## config.mk

```make
export PLATFORM = sky130hd
export DESIGN_NAME = ppm_frame_decoder_failsafe_top
export DESIGN_NICKNAME = d
export VERILOG_FILES = /design/src/design/ppmfd_pkg.sv /design/src/design/ppmfd_chan_mem.sv /design/src/design/ppmfd_frame.sv /design/src/design/ppm_frame_decoder_failsafe_top.sv
export SDC_FILE = /design/constraint.sdc
export NUM_CORES = 1
export LEC_CHECK = 0
export ABC_AREA = 1
export BUFFER_PORTS_ARGS = -buffer_cell sky130_fd_sc_hd__clkbuf_2
export CORE_ASPECT_RATIO = 0.8
export CORE_MARGIN = 3
export CORE_UTILIZATION = 65
export CTS_CLUSTER_SIZE = 14
export DETAILED_ROUTE_END_ITERATION = 10
export PLACE_DENSITY = 0.85
export SLEW_MARGIN = 25
export SYNTH_ARGS = -nofsm -noshare
export SYNTH_HDL_FRONTEND = slang
export SYNTH_HIERARCHICAL = 1
export SYNTH_SLANG_ARGS = --single-unit
```

## constraint.sdc

```tcl
create_clock -name clock -period 9.5 [get_ports clock]
set_clock_uncertainty 0.15 [all_clocks]
set_input_delay 1.425 -clock clock [delete_from_list [all_inputs] [get_ports clock]]
set_output_delay 1.425 -clock clock [all_outputs]
set_load 0.01 [all_outputs]
```

## src/design/ppmfd_pkg.sv

```systemverilog
package ppmfd_pkg;

   localparam int NUM_CHANNELS  = 9;
   localparam int CTRL_CHANNELS = 4;
   localparam int CH_ADDR_W     = $clog2(NUM_CHANNELS);
   localparam int IDX_W         = $clog2(NUM_CHANNELS + 1);

   localparam int TIME_W     = 16;
   localparam int INTERVAL_W = 17;
   localparam int SLOT_W     = 5;
   localparam int RDCH_W     = 4;
   localparam int CSR_IDX_W  = 2;

   localparam logic [TIME_W-1:0] RST_SYNC_THRESHOLD = 16'd6000;
   localparam logic [TIME_W-1:0] RST_MIN_WIDTH      = 16'd1600;
   localparam logic [TIME_W-1:0] RST_MAX_WIDTH      = 16'd4400;
   localparam logic [TIME_W-1:0] DEFAULT_LOW_WIDTH  = 16'd1600;
   localparam logic [TIME_W-1:0] DEFAULT_MID_WIDTH  = 16'd3000;

   typedef enum logic [1:0] {
      KIND_EDGE  = 2'd0,
      KIND_CHECK = 2'd1,
      KIND_READ  = 2'd2
   } kind_type;

   typedef enum logic [CSR_IDX_W-1:0] {
      CSR_SYNC_THRESHOLD = 2'd0,
      CSR_MIN_WIDTH      = 2'd1,
      CSR_MAX_WIDTH      = 2'd2
   } csr_index_type;

   typedef struct packed {
      logic [1:0]        kind;
      logic [TIME_W-1:0] edge_time;
      logic [RDCH_W-1:0] read_channel;
   } req_type;

   typedef struct packed {
      logic [INTERVAL_W-1:0]    interval;
      logic [SLOT_W-1:0]        slot;
      logic                     is_sync;
      logic                     stored;
      logic [CTRL_CHANNELS-1:0] missing_mask;
      logic                     failsafe;
      logic [TIME_W-1:0]        channel_value;
   } rsp_type;

   typedef struct packed {
      logic                 en;
      logic [CH_ADDR_W-1:0] addr;
      logic [TIME_W-1:0]    data;
   } chan_wr_type;

   function automatic logic [TIME_W-1:0] chan_default(input logic [CH_ADDR_W-1:0] ch);
      logic [TIME_W-1:0] w;
      w = DEFAULT_LOW_WIDTH;
      if (ch >= CH_ADDR_W'(1) && ch <= CH_ADDR_W'(3)) begin
         w = DEFAULT_MID_WIDTH;
      end
      return w;
   endfunction

endpackage

```

## src/design/ppmfd_chan_mem.sv

```systemverilog
module ppmfd_chan_mem (
   input  logic                          clock,
   input  logic                          reset,
   input  ppmfd_pkg::chan_wr_type        wr,
   input  logic                          rd_en,
   input  logic [ppmfd_pkg::CH_ADDR_W-1:0] rd_addr,
   output logic [ppmfd_pkg::TIME_W-1:0]  rd_data
);
   import ppmfd_pkg::*;

   logic [TIME_W-1:0]       mem [NUM_CHANNELS];
   logic [NUM_CHANNELS-1:0] valid_ff;
   logic [NUM_CHANNELS-1:0] valid_in;
   logic [TIME_W-1:0]       rdata_ff;
   logic [TIME_W-1:0]       rdef_ff;
   logic                    rvalid_ff;

   always_ff @(posedge clock) begin
      if (wr.en) begin
         mem[wr.addr] <= wr.data;
      end
   end

   always_ff @(posedge clock) begin
      if (rd_en) begin
         rdata_ff  <= mem[rd_addr];
         rvalid_ff <= valid_ff[rd_addr];
         rdef_ff   <= chan_default(rd_addr);
      end
   end

   // entry never written since reset reads as its default width
   always_comb begin
      valid_in = valid_ff;
      if (wr.en) begin
         valid_in[wr.addr] = 1'b1;
      end
   end

   always_ff @(posedge clock) begin
      if (reset) begin
         valid_ff <= '0;
      end else begin
         valid_ff <= valid_in;
      end
   end

   assign rd_data = rvalid_ff ? rdata_ff : rdef_ff;

endmodule

```

## src/design/ppmfd_frame.sv

```systemverilog
module ppmfd_frame (
   input  logic                              clock,
   input  logic                              reset,
   input  logic                              csr_write_en,
   input  logic [ppmfd_pkg::CSR_IDX_W-1:0]   csr_index,
   input  logic [ppmfd_pkg::TIME_W-1:0]      csr_wdata,
   input  logic                              fire,
   input  ppmfd_pkg::req_type                req,
   output ppmfd_pkg::rsp_type                res,
   output ppmfd_pkg::chan_wr_type            wr
);
   import ppmfd_pkg::*;

   logic [TIME_W-1:0]        sync_thr_ff;
   logic [TIME_W-1:0]        min_w_ff;
   logic [TIME_W-1:0]        max_w_ff;
   logic [TIME_W-1:0]        last_edge_ff, last_edge_in;
   logic [IDX_W-1:0]         idx_ff, idx_in;
   logic [CTRL_CHANNELS-1:0] upd_ff, upd_in;
   logic                     failsafe_ff, failsafe_in;

   logic [INTERVAL_W-1:0]    interval;
   logic                     is_sync;
   logic                     in_window;
   logic                     idx_open;
   logic                     do_store;

   always_ff @(posedge clock) begin
      if (reset) begin
         sync_thr_ff <= RST_SYNC_THRESHOLD;
         min_w_ff    <= RST_MIN_WIDTH;
         max_w_ff    <= RST_MAX_WIDTH;
      end else if (csr_write_en) begin
         case (csr_index)
            CSR_SYNC_THRESHOLD: sync_thr_ff <= csr_wdata;
            CSR_MIN_WIDTH:      min_w_ff    <= csr_wdata;
            CSR_MAX_WIDTH:      max_w_ff    <= csr_wdata;
            default: ;
         endcase
      end
   end

   // equal stamps wrap to a full timer period
   assign interval  = {req.edge_time == last_edge_ff, req.edge_time - last_edge_ff};
   assign is_sync   = interval > {1'b0, sync_thr_ff};
   assign in_window = interval >= {1'b0, min_w_ff} && interval <= {1'b0, max_w_ff};
   assign idx_open  = idx_ff < IDX_W'(NUM_CHANNELS);
   assign do_store  = req.kind == KIND_EDGE && !is_sync && idx_open && in_window;

   assign wr.en   = fire && do_store;
   assign wr.addr = idx_ff[CH_ADDR_W-1:0];
   assign wr.data = interval[TIME_W-1:0];

   always_comb begin
      last_edge_in = last_edge_ff;
      idx_in       = idx_ff;
      upd_in       = upd_ff;
      failsafe_in  = failsafe_ff;
      res          = '0;
      case (req.kind)
         KIND_EDGE: begin
            res.interval = interval;
            res.slot     = SLOT_W'(idx_ff);
            res.is_sync  = is_sync;
            res.stored   = do_store;
            last_edge_in = req.edge_time;
            if (is_sync) begin
               idx_in = '0;
            end else if (idx_open) begin
               idx_in = idx_ff + IDX_W'(1);
            end
            // only the control channels' updated flags are ever examined
            if (do_store && idx_ff < IDX_W'(CTRL_CHANNELS)) begin
               upd_in[idx_ff[$clog2(CTRL_CHANNELS)-1:0]] = 1'b1;
            end
         end
         KIND_CHECK: begin
            res.missing_mask = ~upd_ff;
            failsafe_in      = failsafe_ff | ~&upd_ff;
            upd_in           = '0;
         end
         default: ;
      endcase
      res.failsafe = failsafe_in;
   end

   always_ff @(posedge clock) begin
      if (reset) begin
         last_edge_ff <= '0;
         idx_ff       <= '0;
         upd_ff       <= '0;
         failsafe_ff  <= 1'b0;
      end else if (fire) begin
         last_edge_ff <= last_edge_in;
         idx_ff       <= idx_in;
         upd_ff       <= upd_in;
         failsafe_ff  <= failsafe_in;
      end
   end

endmodule

```

## src/design/ppm_frame_decoder_failsafe_top.sv

```systemverilog
// PPM frame decoder with failsafe. Each request transaction is a rising-edge
// timestamp (kind 0), a failsafe check of control channels 0..3 (kind 1) or a
// channel read (kind 2); each yields exactly one response transaction. A new
// request is taken every cycle unless req_stall is high: edge and check items
// update the frame state in the cycle they are accepted, while a read fetches
// the channel width memory through its registered read port. Channel widths
// start at their default values after reset with no clearing pass. csr writes
// to sync_threshold, min_width and max_width must be made while the block is
// idle; index 3 is ignored.
module ppm_frame_decoder_failsafe_top (
   input  logic                              clock,
   input  logic                              reset,
   input  logic                              req_valid,
   output logic                              req_stall,
   input  ppmfd_pkg::req_type                req_data,
   output logic                              rsp_valid,
   input  logic                              rsp_stall,
   output ppmfd_pkg::rsp_type                rsp_data,
   input  logic                              csr_write_en,
   input  logic [ppmfd_pkg::CSR_IDX_W-1:0]   csr_index,
   input  logic [ppmfd_pkg::TIME_W-1:0]      csr_wdata
);
   import ppmfd_pkg::*;

   logic                  req_fire;
   logic                  rd_in_range;
   logic                  rd_en;
   rsp_type               res;
   chan_wr_type           wr;
   logic [TIME_W-1:0]     mem_rd_data;

   logic                  rsp_valid_ff, rsp_valid_in;
   rsp_type               res_ff;
   logic                  rd_sel_ff;

   assign req_stall   = rsp_valid_ff && rsp_stall;
   assign req_fire    = req_valid && !req_stall;
   assign rd_in_range = {1'b0, req_data.read_channel} < (RDCH_W + 1)'(NUM_CHANNELS);
   assign rd_en       = req_fire && req_data.kind == KIND_READ && rd_in_range;

   ppmfd_frame u_frame (
      .clock        (clock),
      .reset        (reset),
      .csr_write_en (csr_write_en),
      .csr_index    (csr_index),
      .csr_wdata    (csr_wdata),
      .fire         (req_fire),
      .req          (req_data),
      .res          (res),
      .wr           (wr)
   );

   ppmfd_chan_mem u_chan_mem (
      .clock   (clock),
      .reset   (reset),
      .wr      (wr),
      .rd_en   (rd_en),
      .rd_addr (req_data.read_channel[CH_ADDR_W-1:0]),
      .rd_data (mem_rd_data)
   );

   always_comb begin
      rsp_valid_in = rsp_valid_ff;
      if (req_fire) begin
         rsp_valid_in = 1'b1;
      end else if (!rsp_stall) begin
         rsp_valid_in = 1'b0;
      end
   end

   always_ff @(posedge clock) begin
      if (reset) begin
         rsp_valid_ff <= 1'b0;
      end else begin
         rsp_valid_ff <= rsp_valid_in;
      end
   end

   always_ff @(posedge clock) begin
      if (req_fire) begin
         res_ff    <= res;
         rd_sel_ff <= rd_en;
      end
   end

   always_comb begin
      rsp_data               = res_ff;
      rsp_data.channel_value = rd_sel_ff ? mem_rd_data : '0;
   end

   assign rsp_valid = rsp_valid_ff;

endmodule

```

# == Word level (Yosys, flattened, before mapping) ==
# Memories as Yosys holds them, arrays and structs flattened. A register that Yosys moved wholly into a read port is not among the register bits.
# Index checks and enable logic that the tools add are counted.
# totals
reg_bits,130
ramBits,144
word_cells,91
memories,1
# classes
add_sub_neg,2
n_lt_le_gt_ge,13
eq_ne,7
mux,18
bitwise_logic,4
n_reduce_logical,27
# mem_list
name,depth,width,rd,rd_clocked_by_memory_dff,write_ports,line_no,rtl
u_chan_mem.mem,9,16,1,1,1,ppmfd_chan_mem.sv:11,logic [TIME_W-1:0] mem [NUM_CHANNELS];
# op_table
operator,n
$mux 16,2
$ge 17x16->1,1
$gt 17x16->1,1
$le 17x16->1,1
$eq 16x16->1,1
$sub 16x16->16,1
$logic_and 1x1->1,13
$mux 12,1
$mux 4,3
$lt 4x5->1 const B,2
$or 9x9->9,1
$ge 4x1->1 const B,2
$lt 4x4->1 const B,2
$mux 1,8
$pmux 4 s2,1
$reduce_and 2->1,4
$reduce_and 3->1,2
$add 4x1->4 const B,1
$bmux 1 s4,1
$demux 1 s4,1
$eq 2x1->1 const B,2
$eq 2x2->1 const B,2
$le 4x2->1 const B,1
$logic_not 2->1,2
other kinds (12),15

# == Longest topological paths before layout ==
# logic_depth
word_depth,9
depth_mapped,36
ltp_nobuf,36

# == Hierarchy ==
# Netlist, hierarchy kept.
# modules_own_cells
module,n_inst,cells_each,area_each_um2,seq_area_each_um2
ppmfd_chan_mem,1,692,7196.9,5074.9
ppmfd_frame,1,705,4991.0,1461.4
ppm_frame_decoder_failsafe_top,1,79,1138.6,920.9

# == Worst setup path before layout ==
# OpenSTA, ideal clock, no wires.
# synth_path
kind,input -> register
from,input port req_data[4] (netlist bit)
to,memory u_chan_mem.mem[5][0] (enable)
arrival_time_ns,6.152
slack_ns,2.786
path_stages,35
path_buffers,0
cell_sequence,inv_1 > ha_1 > inv_1 > fa_1 > nand2_1 > inv_2 > o21ai_1 > nand2_1 > a21oi_2 > nor2_1 > nor2_1 > nand2_1 > nand3_1 > nand2_1 > nand2_1 > nand2_1 > nand2_1 > nand2_1 > nand2_1 > nand2_1 > ha_1 > nand2_1 > nor2_1 > a211oi_1 > nand2_1 > nand2_1 > nand2_1 > nand2_1 > nand2_2 > nand2_4 > nand3_1 > nor2_1 > inv_1 > nor3_1 > nor3b_1
# synth_rtl
element,line_no,rtl
from (decl),ppm_frame_decoder_failsafe_top.sv:15,"input ppmfd_pkg::req_type req_data,"
to (decl),ppmfd_chan_mem.sv:11,

==> results.txt <==
Status - finished, final reports clean
Pwr dens - 190 nW/um^2
Cell with the most instances on the worst path - nand2_1
Mapped Nets - 1574
Worst-path maximum fanout - 13
CP max stage cell - xor2_1
Worst Tran Pin Value - 1.11 ns
Worst Hold Launch - u_frame/last_edge_ff[13]
Most frequent cells in the layout - 446 x nand2_1, 238 x inv_1, 193 x edfxtp_1
TritonCTS clock tree - built
Final wirelength - 32000 um
Mean post-synth cell area - 9.05 sq um
Total CTS buffers - 27
Global-route wire length before repair - 49900 um
Critical Path Sink Type - register
DP HPWL - 20300 um
Mapped Cells - 1460
Max_slew headroom - 25.8%
Share of cells above drive strength 1 - 10.7%
Site Rows - 45
Final period util - 70.1%
Final Critical Period - 6.66 ns
FF-to-FF End - u_chan_mem/mem[5][10]
Longest Clk Path Bufs - 3
Mapped Area - 13200 sq um
Required time worst endpoint - 9.57 ns
DP Worst Slack - 2.44 ns
Endpoints failing setup - 0
# DRC - 0
Initial cell density of the core - 68.0%
Worst-path clk slew - 0.06 ns
Die Ht - 133 um
Die width - 165 um
Layout Cells excl Fill - 1818
Reg2reg setup slack - 3.55 ns
Worst Hold Class - reg2reg
Reg2reg start - u_frame/last_edge_ff[0]
Reg2Reg Depth - 27
Arrival time at the worst endpoint - 6.73 ns
P_leak - 6.79 nW
Top-level I/O count - 92
Antenna cells - 0
DRT antenna net count - 0
# resized after CTS - 0
Remaining Overflow, GRT - 0
Largest net degree at the start of global routing - 72
Pre-antenna DRT Iters - 5
Root Buffer - clkbuf_16
GR Util All Layers - 28.9%
Nets - 1655
Filler cell count - 1275
Commonest non-fill, non-tap cell in the layout - nand2_1
Port Buf Inserts - 91
Post-CTS Setup Repair Bufs - 0
DP Cell Count - 1770
Vias in the first global route - 9831
Iter 0 DRT Violations - 1207
Drt wl/cell - 17.6 um
Peak supply drop - 143 uV
Total of max-cap violations - 0
Htree depth - 1
GP Congestion - 0.922
Layout area overhead - 10.6%
Final Util - 75.2%
# clock sinks - 276
Final worst slack - 2.84 ns
Antenna violations before repair - 0
Vias/cell - 5.67
Fin Hold WS - 0.313 ns
Yosys warning count - 6
Core Box Area - 19400 sq um
TNS Setup - 0 ns
Hold path endpoint - u_frame/last_edge_ff[13]
Clk Latency, worst-skew pair - 0.53 ns
CTS Hold Bufs - 0
Max-slew violation count - 0
Largest stage delay, worst path - 0.88 ns
RSZ-0062 raised after global routing - no
Vias - 10300
FMAX - 0.150 GHz
Setup Crit Path Kind - in2reg
Final Hold Viols - 0
Hold path depth - 2
Startpoint Class - input port
Die area - 22100 sq um
-- layout make-up --
cell class / count / area, sq um / area share, %
inverter: 242 / 910 / 6.22
tap: 258 / 323 / 2.21
sequential: 276 / 7460 / 51.0
timing repair buffer: 103 / 546 / 3.73
clock inverter: 12 / 53.8 / 0.368
multi-input combinational: 891 / 4550 / 31.1
clock buffer: 36 / 772 / 5.28
-- flip-flops by register name, indices dropped and copies added (netlist names) --
name and flops:
u_chan_mem/valid_ff 9, u_chan_mem/rdata_ff 16, u_chan_mem/rvalid_ff 1, u_frame/sync_thr_ff 16, u_frame/idx_ff 4, u_frame/upd_ff 4
u_frame/max_w_ff 16, u_frame/failsafe_ff 1, u_chan_mem/rdef_ff 2, rsp_valid 1, rsp_data 29, u_frame/min_w_ff 16
u_frame/last_edge_ff 16, u_chan_mem/mem 144, rd_sel_ff 1
-- power breakdown --
group	leakage [nW]	switching, mW	internal (mW)	total, mW
registers	2.45	0.0118	1.35	1.36
clock network	0.411	0.435	0.567	1.00
logic	3.93	0.290	0.130	0.419
total	6.79	0.737	2.04	2.78
-- metrics by stage --
step           power (mW)  area (sq um)
6_report             2.78         14600
5_1_grt              2.88         14600
4_1_cts              2.78         14600
3_5_place_dp         1.79         13800
3_3_place_gp         1.77         13800
2_1_floorplan        1.65         13200
-- routing by layer --
metal	part of all wire (%)	routed length (um)	track usage, %	vias to the layer above
met2	46	14800	45.6	579
met3	10	3360	5.44	83
met4	2.9	923	9.56	0
met5	0	0	0	-
li1	-	-	-	4859
met1	40	12900	40.7	4795
-- worst max-delay path, delay by kind of cell --
kind,cells,cell delay (ns)
xor+xnor,1,0.88
compound gates,3,0.48
fa+ha+maj,3,0.93
buf+inv,6,0.70
simple gates,16,2.30
-- worst max path at each step --
stage	from	to	slack, ns	cells after the start
2_1_floorplan	req_data[4]	u_chan_mem/mem[5][0]	2.79	35
3_3_place_gp	req_data[4]	u_chan_mem/mem[5][7]	2.72	37
3_5_place_dp	req_data[4]	u_chan_mem/mem[5][7]	2.44	29
4_1_cts	req_data[4]	u_chan_mem/mem[5][9]	2.93	29
5_1_grt	req_data[4]	u_chan_mem/mem[5][9]	2.36	36
6_report	req_data[4]	u_chan_mem/mem[5][10]	2.84	29
No activity file was read; power rests on OpenSTA's default activity.
